## config.mk

```make
export PLATFORM = sky130hd
export DESIGN_NAME = obstacle_avoid_drive_sequencer_core_flat
export DESIGN_NICKNAME = d
export VERILOG_FILES = /design/src/rtl/oads_pkg.sv /design/src/rtl/oads_if.sv /design/src/rtl/obstacle_avoid_drive_sequencer_core.sv /design/src/flat_wrapper.sv
export SDC_FILE = /design/constraint.sdc
export NUM_CORES = 1
export LEC_CHECK = 0
export ABC_AREA = 1
export BUFFER_PORTS_ARGS = -buffer_cell sky130_fd_sc_hd__buf_2
export CAP_MARGIN = 20
export CORE_ASPECT_RATIO = 0.8
export CORE_UTILIZATION = 55
export DETAILED_ROUTE_END_ITERATION = 6
export PLACE_DENSITY = 0.85
export SLEW_MARGIN = 15
export SYNTH_ARGS = -nofsm -noshare
export SYNTH_HDL_FRONTEND = slang
export SYNTH_SLANG_ARGS = --single-unit
```

## constraint.sdc

```tcl
create_clock -name clk -period 6.85 [get_ports clk]
set_input_delay 0 -clock clk [delete_from_list [all_inputs] [get_ports clk]]
set_output_delay 0 -clock clk [all_outputs]
set_load 0.02 [all_outputs]
```

## src/rtl/oads_pkg.sv

```systemverilog
// ============================================================================
// oads_pkg
// Shared types and constants of the obstacle avoiding drive sequencer.
// ============================================================================
package oads_pkg;

  localparam int unsigned NowW   = 32;
  localparam int unsigned EchoW  = 15;
  localparam int unsigned ChoiceW = 4;
  localparam int unsigned PwmW   = 8;
  localparam int unsigned LenW   = 11;
  localparam int unsigned CfgAddrW = 4;
  localparam int unsigned CfgDataW = 32;

  typedef enum logic [1:0] {
    MODE_FWD  = 2'd0,
    MODE_TURN = 2'd1,
    MODE_BACK = 2'd2
  } mode_t;

  typedef enum logic [2:0] {
    CMD_STOP   = 3'd0,
    CMD_FWD    = 3'd1,
    CMD_BACK   = 3'd2,
    CMD_SPIN_L = 3'd3,
    CMD_SPIN_R = 3'd4
  } cmd_t;

  typedef enum logic [1:0] {
    DIR_STOP = 2'd0,
    DIR_FWD  = 2'd1,
    DIR_BACK = 2'd2
  } dir_t;

  typedef enum logic [1:0] {
    REG_DRIVE_SPEED = 2'd0,
    REG_NEAR_LIMIT  = 2'd1,
    REG_WARN_LIMIT  = 2'd2
  } reg_idx_t;

  localparam logic [PwmW-1:0]  DriveSpeedReset = 8'd135;
  localparam logic [EchoW-1:0] NearLimitReset  = 15'd750;
  localparam logic [EchoW-1:0] WarnLimitReset  = 15'd1200;

  localparam logic [LenW-1:0] LenReverse   = 11'd1000;
  localparam logic [LenW-1:0] LenShortTurn = 11'd800;
  localparam logic [LenW-1:0] LenLongTurn  = 11'd1500;
  localparam logic [LenW-1:0] LenStraight  = 11'd2000;

  localparam logic [ChoiceW-1:0] ChoiceSpinL = 4'd1;
  localparam logic [ChoiceW-1:0] ChoiceSpinR = 4'd2;

endpackage

```

## src/rtl/oads_if.sv

```systemverilog
// ============================================================================
// oads_if
// Handshake channels for control steps in and motor drive words out.
// ============================================================================
interface oads_step_if;
  logic                         valid;
  logic                         ready;
  logic [oads_pkg::NowW-1:0]    now_ms;
  logic [oads_pkg::EchoW-1:0]   echo_us;
  logic                         rand_long_turn;
  logic                         rand_turn_right;
  logic [oads_pkg::ChoiceW-1:0] rand_choice;

  modport source (output valid, now_ms, echo_us, rand_long_turn, rand_turn_right,
                  rand_choice, input ready);
  modport sink (input valid, now_ms, echo_us, rand_long_turn, rand_turn_right,
                rand_choice, output ready);
endinterface

interface oads_drive_if;
  logic                      valid;
  logic                      ready;
  logic [1:0]                right_dir;
  logic [oads_pkg::PwmW-1:0] right_pwm;
  logic [1:0]                left_dir;
  logic [oads_pkg::PwmW-1:0] left_pwm;
  logic [1:0]                mode;

  modport source (output valid, right_dir, right_pwm, left_dir, left_pwm, mode,
                  input ready);
  modport sink (input valid, right_dir, right_pwm, left_dir, left_pwm, mode,
                output ready);
endinterface

```

## src/rtl/obstacle_avoid_drive_sequencer_core.sv

```systemverilog
// ============================================================================
// obstacle_avoid_drive_sequencer_core
// Wander controller: mode machine over reverse, turn and forward phases that
// reports the drive for both tracks once per control step.
// ============================================================================
// A word accepted on the step channel loads the input register and is presented on
// the output when it moves on into the result register.
// Throughput: one word per cycle unless the drive channel stalls; the mode state
// changes as the result register loads, so the following word sees it at once.
// Reset: mode forward, phase start and length zero, drive stopped, registers
// at their defaults; the block accepts words as soon as reset is released.
module obstacle_avoid_drive_sequencer_core (
  input  logic                            clk,
  input  logic                            rst,
  oads_step_if.sink                       step,
  oads_drive_if.source                    drive,
  input  logic                            psel,
  input  logic                            penable,
  input  logic                            pwrite,
  input  logic [oads_pkg::CfgAddrW-1:0]   paddr,
  input  logic [oads_pkg::CfgDataW-1:0]   pwdata,
  output logic [oads_pkg::CfgDataW-1:0]   prdata,
  output logic                            pready
);
  import oads_pkg::*;

  logic [PwmW-1:0]  drive_speed;
  logic [EchoW-1:0] near_limit_us;
  logic [EchoW-1:0] warn_limit_us;
  reg_idx_t         reg_idx;

  mode_t           mode_reg;
  logic [NowW-1:0] phase_start;
  logic [LenW-1:0] phase_length;
  cmd_t            drive_cmd;

  logic               s1_valid;
  logic [NowW-1:0]    s1_now;
  logic [EchoW-1:0]   s1_echo;
  logic               s1_long_turn;
  logic               s1_turn_right;
  logic [ChoiceW-1:0] s1_choice;
  logic               s1_adv;

  logic            expired;
  logic            is_near;
  logic            is_warn;
  cmd_t            spin;
  logic            start_phase;
  mode_t           mode_next;
  logic [LenW-1:0] length_next;
  cmd_t            cmd_next;
  dir_t            right_dir_next;
  dir_t            left_dir_next;

  assign pready  = 1'b1;
  assign reg_idx = reg_idx_t'(paddr[3:2]);

  always_comb begin
    prdata = '0;
    unique case (reg_idx)
      REG_DRIVE_SPEED: prdata = {{(CfgDataW-PwmW){1'b0}}, drive_speed};
      REG_NEAR_LIMIT:  prdata = {{(CfgDataW-EchoW){1'b0}}, near_limit_us};
      REG_WARN_LIMIT:  prdata = {{(CfgDataW-EchoW){1'b0}}, warn_limit_us};
      default:         prdata = '0;
    endcase
  end

  always_ff @(posedge clk) begin
    if (rst) begin
      drive_speed   <= DriveSpeedReset;
      near_limit_us <= NearLimitReset;
      warn_limit_us <= WarnLimitReset;
    end else if (psel && penable && pwrite) begin
      unique case (reg_idx)
        REG_DRIVE_SPEED: drive_speed   <= pwdata[PwmW-1:0];
        REG_NEAR_LIMIT:  near_limit_us <= pwdata[EchoW-1:0];
        REG_WARN_LIMIT:  warn_limit_us <= pwdata[EchoW-1:0];
        default: ;
      endcase
    end
  end

  assign s1_adv     = s1_valid && (!drive.valid || drive.ready);
  assign step.ready = !s1_valid || s1_adv;

  always_ff @(posedge clk) begin
    if (rst) begin
      s1_valid <= 1'b0;
    end else if (step.ready) begin
      s1_valid <= step.valid;
    end
    if (step.valid && step.ready) begin
      s1_now        <= step.now_ms;
      s1_echo       <= step.echo_us;
      s1_long_turn  <= step.rand_long_turn;
      s1_turn_right <= step.rand_turn_right;
      s1_choice     <= step.rand_choice;
    end
  end

  assign expired = (s1_now - phase_start) >= {{(NowW-LenW){1'b0}}, phase_length};
  assign is_near = (s1_echo != '0) && (s1_echo < near_limit_us);
  assign is_warn = (s1_echo != '0) && (s1_echo < warn_limit_us);
  assign spin    = s1_turn_right ? CMD_SPIN_R : CMD_SPIN_L;

  always_comb begin
    start_phase = 1'b0;
    mode_next   = MODE_FWD;
    length_next = LenStraight;
    cmd_next    = CMD_FWD;
    if (is_near) begin
      if (mode_reg != MODE_BACK) begin
        start_phase = 1'b1;
        mode_next   = MODE_BACK;
        length_next = LenReverse;
        cmd_next    = CMD_BACK;
      end else if (expired) begin
        start_phase = 1'b1;
        mode_next   = MODE_TURN;
        length_next = LenShortTurn;
        cmd_next    = spin;
      end
    end else if (is_warn) begin
      if (expired && mode_reg != MODE_TURN) begin
        start_phase = 1'b1;
        mode_next   = MODE_TURN;
        length_next = s1_long_turn ? LenLongTurn : LenShortTurn;
        cmd_next    = spin;
      end else if (expired) begin
        start_phase = 1'b1;
      end
    end else if (mode_reg != MODE_FWD || expired) begin
      start_phase = 1'b1;
      if (s1_choice == ChoiceSpinL) begin
        length_next = LenLongTurn;
        cmd_next    = CMD_SPIN_L;
      end else if (s1_choice == ChoiceSpinR) begin
        length_next = LenLongTurn;
        cmd_next    = CMD_SPIN_R;
      end
    end
    if (!start_phase) begin
      mode_next = mode_reg;
      cmd_next  = drive_cmd;
    end
  end

  always_comb begin
    unique case (cmd_next)
      CMD_FWD: begin
        right_dir_next = DIR_FWD;
        left_dir_next  = DIR_FWD;
      end
      CMD_BACK: begin
        right_dir_next = DIR_BACK;
        left_dir_next  = DIR_BACK;
      end
      CMD_SPIN_L: begin
        right_dir_next = DIR_FWD;
        left_dir_next  = DIR_BACK;
      end
      CMD_SPIN_R: begin
        right_dir_next = DIR_BACK;
        left_dir_next  = DIR_FWD;
      end
      default: begin
        right_dir_next = DIR_STOP;
        left_dir_next  = DIR_STOP;
      end
    endcase
  end

  always_ff @(posedge clk) begin
    if (rst) begin
      mode_reg     <= MODE_FWD;
      phase_start  <= '0;
      phase_length <= '0;
      drive_cmd    <= CMD_STOP;
      drive.valid  <= 1'b0;
    end else begin
      if (s1_adv && start_phase) begin
        mode_reg     <= mode_next;
        phase_start  <= s1_now;
        phase_length <= length_next;
        drive_cmd    <= cmd_next;
      end
      if (s1_adv) begin
        drive.valid <= 1'b1;
      end else if (drive.ready) begin
        drive.valid <= 1'b0;
      end
    end
  end

  always_ff @(posedge clk) begin
    if (s1_adv) begin
      drive.right_dir <= right_dir_next;
      drive.right_pwm <= (right_dir_next != DIR_STOP) ? drive_speed : '0;
      drive.left_dir  <= left_dir_next;
      drive.left_pwm  <= (left_dir_next != DIR_STOP) ? drive_speed : '0;
      drive.mode      <= mode_next;
    end
  end

  a_back_drives_back: assert property (@(posedge clk) disable iff (rst)
    mode_reg == MODE_BACK |-> drive_cmd == CMD_BACK)
    else $error("reverse mode without reverse drive");

  a_step_leaves_drive: assert property (@(posedge clk) disable iff (rst)
    $past(s1_adv) |-> (drive_cmd != CMD_STOP && phase_length != '0))
    else $error("processed step left drive stopped or phase length zero");

  a_tracks_same_pwm: assert property (@(posedge clk) disable iff (rst)
    drive.valid |-> drive.left_pwm == drive.right_pwm)
    else $error("track PWM values differ");

endmodule

```

## src/flat_wrapper.sv

```systemverilog
// flat-port wrapper written by rule: the top's interface ports become plain ports
module obstacle_avoid_drive_sequencer_core_flat import oads_pkg::*;
  (clk, rst, psel, penable, pwrite, paddr, pwdata, prdata, pready, step_valid, step_now_ms, step_echo_us, step_rand_long_turn, step_rand_turn_right, step_rand_choice, step_ready, drive_valid, drive_right_dir, drive_right_pwm, drive_left_dir, drive_left_pwm, drive_mode, drive_ready);
  oads_step_if step_i ();
  oads_drive_if drive_i ();
  input  logic clk;
  input  logic rst;
  input  logic psel;
  input  logic penable;
  input  logic pwrite;
  input  logic [oads_pkg::CfgAddrW-1:0] paddr;
  input  logic [oads_pkg::CfgDataW-1:0] pwdata;
  output logic [oads_pkg::CfgDataW-1:0] prdata;
  output logic pready;
  input wire logic [$bits(step_i.valid)-1:0] step_valid;
  input wire logic [$bits(step_i.now_ms)-1:0] step_now_ms;
  input wire logic [$bits(step_i.echo_us)-1:0] step_echo_us;
  input wire logic [$bits(step_i.rand_long_turn)-1:0] step_rand_long_turn;
  input wire logic [$bits(step_i.rand_turn_right)-1:0] step_rand_turn_right;
  input wire logic [$bits(step_i.rand_choice)-1:0] step_rand_choice;
  output wire logic [$bits(step_i.ready)-1:0] step_ready;
  output wire logic [$bits(drive_i.valid)-1:0] drive_valid;
  output wire logic [$bits(drive_i.right_dir)-1:0] drive_right_dir;
  output wire logic [$bits(drive_i.right_pwm)-1:0] drive_right_pwm;
  output wire logic [$bits(drive_i.left_dir)-1:0] drive_left_dir;
  output wire logic [$bits(drive_i.left_pwm)-1:0] drive_left_pwm;
  output wire logic [$bits(drive_i.mode)-1:0] drive_mode;
  input wire logic [$bits(drive_i.ready)-1:0] drive_ready;
  assign step_i.valid = step_valid;
  assign step_i.now_ms = step_now_ms;
  assign step_i.echo_us = step_echo_us;
  assign step_i.rand_long_turn = step_rand_long_turn;
  assign step_i.rand_turn_right = step_rand_turn_right;
  assign step_i.rand_choice = step_rand_choice;
  assign step_ready = step_i.ready;
  assign drive_valid = drive_i.valid;
  assign drive_right_dir = drive_i.right_dir;
  assign drive_right_pwm = drive_i.right_pwm;
  assign drive_left_dir = drive_i.left_dir;
  assign drive_left_pwm = drive_i.left_pwm;
  assign drive_mode = drive_i.mode;
  assign drive_i.ready = drive_ready;
  obstacle_avoid_drive_sequencer_core u_core (.clk(clk), .rst(rst), .step(step_i), .drive(drive_i), .psel(psel), .penable(penable), .pwrite(pwrite), .paddr(paddr), .pwdata(pwdata), .prdata(prdata), .pready(pready));
endmodule
```

=== Word level (Yosys, flattened, before mapping) ===
Index checks and enable logic that the tools add are counted.

* Bits in registers: 163
* Latch bits: 0
* Memory bits (writable): 0
* ROM bits: 0
* Bits of input ports: 96
* Output and inout port bits: 57
* Memories kept: 0

* Add/sub/neg operators: 1
* Multipliers: 0
* Div/mod/pow operators: 0
* $lt $le $gt $ge: 3
* Equality and inequality tests: 10
* Shift operators: 0
* Mux-type cells: 36
* Bitwise logic cells: 0
* Reduce and logical (&&, ||, !) cells: 26

{| class="wikitable"
|+ Operators with widths
! operator !! number
|-
| $mux 11 || 8
|-
| $pmux 15 s3 || 1
|-
| $ge 32x11->1 || 1
|-
| $sub 32x32->32 || 1
|-
| $lt 15x15->1 || 2
|-
| $mux 3 || 10
|-
| $reduce_bool 15->1 || 1
|-
| $mux 1 || 10
|-
| $mux 10 || 1
|-
| $logic_and 1x1->1 || 8
|-
| $mux 2 || 4
|-
| $pmux 2 s2 || 2
|-
| $reduce_bool 2->1 || 4
|-
| $reduce_or 2->1 || 4
|-
| $eq 3x2->1 const B || 2
|-
| $reduce_and 2->1 || 3
|-
| $eq 4x1->1 const B || 1
|-
| $eq 4x2->1 const B || 1
|-
| $eq 3x1->1 const B || 1
|-
| $eq 3x3->1 const B || 1
|-
| $logic_or 1x1->1 || 3
|-
| $eq 2x1->1 const B || 1
|-
| $eq 2x2->1 const B || 1
|-
| $logic_not 1->1 || 2
|-
| other kinds (3) || 3
|}

=== Depth between registers and ports, before layout ===
* Depth in word-level cells: 11
* Depth in mapped cells: 31

=== Worst setup path before layout ===
Ideal clock, no wire load.

* Path type: flip-flop to flip-flop
* From: reg u_core.s1_now[0]
* To: reg u_core.drive.left_pwm[0] (data pin)
* Arrival time: 3.271 ns
* Path slack: 3.328 ns
* Cell stages (with the launch flop): 32
* Clock period less this slack: 3.522 ns
* Cells stage by stage: edfxtp_1 > inv_1 > ha_1 > fa_1 > inv_1 > nand2_1 > nand2_1 > and2_1 > xor2_1 > ha_1 > nand2_1 > nor2_1 > nand2_1 > nand2_1 > o21bai_1 > nand2_1 > nand2_1 > nand2_1 > nor2_1 > nand3_1 > nor2_4 > nand3_4 > nand3_2 > nand2_1 > nor2_1 > nand2_2 > nand2_4 > inv_2 > nand2_4 > nand3_4 > nand2_2 > inv_1

* Word-level cells in the longest chain between the ends: 11

{| class="wikitable"
|+ Ends and longest elaborated chain
! what !! line !! text
|-
| from (decl) || obstacle_avoid_drive_sequencer_core.sv:38 || <nowiki>logic [NowW-1:0] s1_now;</nowiki>
|-
| from (signal assigned) || obstacle_avoid_drive_sequencer_core.sv:94 || <nowiki>s1_now <= step.now_ms;</nowiki>
|-
| $sub 32x32->32 (*) || obstacle_avoid_drive_sequencer_core.sv:102 || <nowiki>assign expired = (s1_now - phase_start) >= {{(NowW-LenW){1'b0}}, phase_length};</nowiki>
|-
| $ge 32x11->1 (*) || obstacle_avoid_drive_sequencer_core.sv:102 ||
|-
| $mux 1, or another cell as far along || obstacle_avoid_drive_sequencer_core.sv:118, obstacle_avoid_drive_sequencer_core.sv:130 ||
|-
| $mux 1, or another cell as far along || obstacle_avoid_drive_sequencer_core.sv:125 || <nowiki>if (expired && mode_reg != MODE_TURN) begin</nowiki>
|-
| $mux 1 / $mux 3 (equally long branches) || obstacle_avoid_drive_sequencer_core.sv:124 || <nowiki>end else if (is_warn) begin</nowiki>
|-
| $mux 1 / $mux 3 (equally long branches) || obstacle_avoid_drive_sequencer_core.sv:112 || <nowiki>if (is_near) begin</nowiki>
|-
| $mux 3 (*) || obstacle_avoid_drive_sequencer_core.sv:143 || <nowiki>if (!start_phase) begin</nowiki>
|-
| $eq 3x1->1, or another cell as far along || obstacle_avoid_drive_sequencer_core.sv:150 || <nowiki>unique case (cmd_next)</nowiki>
|-
| $reduce_or 2->1 (no source line) || - ||
|-
| $pmux 2 s2 (*) || obstacle_avoid_drive_sequencer_core.sv:150 ||
|-
| $reduce_bool 2->1 (*) || obstacle_avoid_drive_sequencer_core.sv:201 || <nowiki>drive.left_pwm <= (left_dir_next != DIR_STOP) ? drive_speed : '0;</nowiki>
|-
| to (signal assigned) || obstacle_avoid_drive_sequencer_core.sv:201 ||
|-
| to (decl) || oads_if.sv:29 || <nowiki>modport source (output valid, right_dir, right_pwm, left_dir, left_pwm, mode,</nowiki>
|}

Mark *: on every way between the ends. The rest lies on a longest branch, timed or not.
A chain may end at the register's enable or synchronous reset.

=== Worst setup path after layout ===
* From: reg u_core.s1_now[0]
* To: reg u_core.phase_length[3]

* Word-level cells in the longest chain between the ends: 7

{| class="wikitable"
|+ Ends and longest elaborated chain
! what !! line !! text
|-
| $sub 32x32->32 (*) || obstacle_avoid_drive_sequencer_core.sv:102 ||
|-
| $ge 32x11->1 (*) || obstacle_avoid_drive_sequencer_core.sv:102 ||
|-
| $mux 1, or another cell as far along || obstacle_avoid_drive_sequencer_core.sv:118, obstacle_avoid_drive_sequencer_core.sv:130 ||
|-
| $mux 1, on equally long branches || obstacle_avoid_drive_sequencer_core.sv:125, obstacle_avoid_drive_sequencer_core.sv:133 ||
|-
| $mux 1 || obstacle_avoid_drive_sequencer_core.sv:124 ||
|-
| $mux 1 || obstacle_avoid_drive_sequencer_core.sv:112 ||
|-
| $logic_and 1x1->1 || obstacle_avoid_drive_sequencer_core.sv:182 || <nowiki>if (s1_adv && start_phase) begin</nowiki>
|-
| to (signal assigned) || obstacle_avoid_drive_sequencer_core.sv:185 || <nowiki>phase_length <= length_next;</nowiki>
|-
| to (decl) || obstacle_avoid_drive_sequencer_core.sv:34 || <nowiki>logic [LenW-1:0] phase_length;</nowiki>
|}

Marked as above.

==> summary.md <==
| Metric | Value |
|---|---|
| Vias in the first global route | 8,120 |
| Slowest cell on crit path | nand2_2 |
| Final setup violation count | 0 |
| Dpl cell area | 10,500 sq um |
| Async SR Flop Fraction | 0% |
| Most used cell, CP | nand2_1 |
| GRT Residual Overflow | 0 |
| Min-Delay Path Class | primary input to register |
| Hold slack | between 0.09 and 0.1 ns |
| Final Critical Period | roughly 4.6 ns |
| CTS clock-pin slew for the worst setup and hold paths | ~0.060 ns |
| Max VDD drop | 0.132 mV |
| Initial DRT Pass Iterations | 5 |
| Critical Path Sink Type | register |
| Clock Latency Late Sink | roughly 0.43 ns |
| TritonCTS Buffers | 17 |
| Layout Nets | between 1,500 and 2,000 |
| Routability cong. | 0.892 |
| Drc violations | 0 |
| Critical path arrival | 4.86 ns |
| Max Fclk | about 220 MHz |
| Post-synthesis cell area | 9760 sq um |
| DR vias | just under 9,000 |
| RSZ-0062 raised after global routing | no |
| Syn Area/Cell | around 7.4 sq um |
| Most common cell in the synthesized netlist | nand2_1 |
| Die height | approximately 120 microns |
| Initial drt markers | between 700 and 800 |
| Die area | approximately 18,000 sq um |
| Post-Route Skew | 0.0129 ns |
| Initial antenna violation count | 0 |
| Worst-path fanout max | 43 |
| Synth warn | 0 |
| Leak | 5.86 nW |
| Max-Cap Viols | 0 |
| # IOs | ~150 |
| Biggest regs | u_core.phase_start (32), u_core.s1_now (32) |
| Share of post-route cells with drive strength above 1 | a little over an eighth |
| First-pass GRT wire length | 38,400 microns |
| Fin. Hold Viols | 0 |
| # clock sinks | about 160 |
| Yosys cell types | 43 |
| H-tree Lvls | 4 |
| Drt total wl | around 24,000 microns |
| Root buffer cell | clkbuf_16 |
| Outcome | finished clean |
| Max Slew Vio Count | 0 |
| Top_reg_cell synth | dfxtp_1 |
| Post-DP HPWL | around 17,000 microns |
| Post-synth EDFFs | 75 |
| Crit path largest cell delay | 0.51 ns |
| Synth cell count leaders | nand2_1 (343), inv_1 (246), a21oi_1 (109) |
| TritonCTS clock tree | yes |
| Crit share post-route | roughly 67% |
| Yosys reg bits | roughly 160 |
| Global Route Usage Sum | 27.1% |
| Post-synthesis sequential area ratio | slightly above 40% |
| Setup TNS | 0 ns |
| Row count | 43 |
| I/O Buffers | between 100 and 150 |
| Post-synth top area share | 23.1% |
| Setup Buffers After CTS | 0 |
| Worst Tran Pin Value | ~0.76 ns |
| Design area | 11,800 sq um |
| Initial Util | 56.2% |
| Max-slew headroom | 48.8% |
| Data required time of the worst path | 7.15 ns |
| Number of diodes | 0 |
| Clock buffer depth | 2 |
| Core area | around 17,000 sq um |
| DRT antenna net count | 0 |
| Vias/cell | roughly 5.1 |
| Cells after Synth | 1,311 |
| Synth area leader | edfxtp_1 |
| Post-DR wirelength/cell | 13.8 microns |
| Post-CTS Resized | 0 |
| Area Growth Syn to Fin | 21.0% |
| Pwr Density | between 200 and 250 nW/um^2 |
| Critical Path Start Type | register |
| Largest cells by area after synthesis | edfxtp_1 (23%), dfxtp_1 (17%), nand2_1 (13%), inv_1 (9.5%), ha_1 (8.7%) |
| CP Class | register to register |
| Die Wd | roughly 150 microns |
| Pin count of the biggest net entering global routing | 75 |
-- metal layers --
metal  GRT usage [%]  vias to the layer above  wire, microns
li1                -                     4558              -
met1            37.9                     4012          11700
met2            42.3                      298          10400
met3            4.96                       33           1570
met4            8.44                        0            337
met5               0                        -              0
-- cell families (layout without fill, tap and decap cells) --
kind of cell | after synthesis | in the layout | share of synthesized area [%]
flops | 159 | 159 | 40.3
xor+xnor | 10 | 10 | 0.897
compound gates | 216 | 216 | 12.1
simple gates | 561 | 561 | 25.6
buf+inv | 294 | 482 | 12.1
other cells | 2 | 18 | 0.0769
fa+ha+maj | 69 | 69 | 8.92
-- area by class of cell --
class | count | area (sq um)
fillers | 1438 | 5570
multi-input cells | 874 | 4710
flip-flops and latches | 159 | 3930
repair buffers | 198 | 1390
inverters | 252 | 946
clock buffers | 23 | 458
well taps | 225 | 282
clock inverters | 9 | 88.8
-- cell usage in the layout (no fill, tap or decap), types with 2 or more instances in the layout --
master	instances
conb_1	18
a21oi_1	108
inv_2	5
buf_4	6
nand3_1	60
nor4_1	2
buf_2	115
o211ai_1	12
and2_1	2
nor2_4	3
nand3_2	10
nand4_1	12
xor2_1	9
o21ai_0	72
nor2_1	79
nor3_2	2
dlygate4sd3_1	77
nand3b_1	5
a21oi_2	2
o21bai_1	6
dfxtp_1	84
nand2_2	16
clkbuf_16	17
nand2_4	2
edfxtp_1	75
o22ai_1	7
nor2_2	7
clkinv_1	3
nor3_1	7
and3_1	3
clkbuf_1	5
o221ai_1	7
nand2_1	343
clkinvlp_4	5
nand3_4	4
inv_1	245
ha_1	68
-- critical path, delay by kind of cell, from the launching register on --
family | cells | cell delay, ns
fa+ha+maj | 3 | 0.88
simple gates | 17 | 2.01
flops | 1 | 0.33
compound gates | 3 | 0.34
xor+xnor | 1 | 0.18
buf+inv | 4 | 0.68
-- repair_timing --
action                                  in CTS  in global routing
hold endpoints to repair                    99                  0
endpoints found under the setup margin       0                  0
hold buffers                                77                  0
-- stage by stage --
| stage | worst slack [ns] | power (mW) | util [%] | cells |
|---|---|---|---|---|
| finish | 2.29 | 2.64 | 68.0 | 1740 |
| global route | 1.86 | 2.79 | 68.0 | 1740 |
| CTS | 2.28 | 2.65 | 68.0 | 1740 |
| detailed placement | 2.29 | 1.72 | 60.4 | 1631 |
| global placement | 2.50 | 1.70 | 60.4 | 1631 |
| floorplan | 3.33 | 1.56 | - | 1327 |
-- final timing paths --
kind / from / to / slack [ns] / cells past startpoint
setup reg to reg: u_core.s1_now[0] / u_core.phase_length[3] / 2.29 / 28
hold reg to reg: u_core.phase_start[9] / u_core.phase_start[9] / 0.46 / 2
hold / removal: paddr[3] / u_core.drive_speed[3] / 0.09 / 4
setup / recovery: u_core.s1_now[0] / u_core.phase_length[3] / 2.29 / 28
-- power by group --
group | switching (mW) | internal (mW)
clock network | 0.382 | 0.510
logic | 0.426 | 0.238
registers | 0.0248 | 1.06
Power figures use the tool's default switching activity.
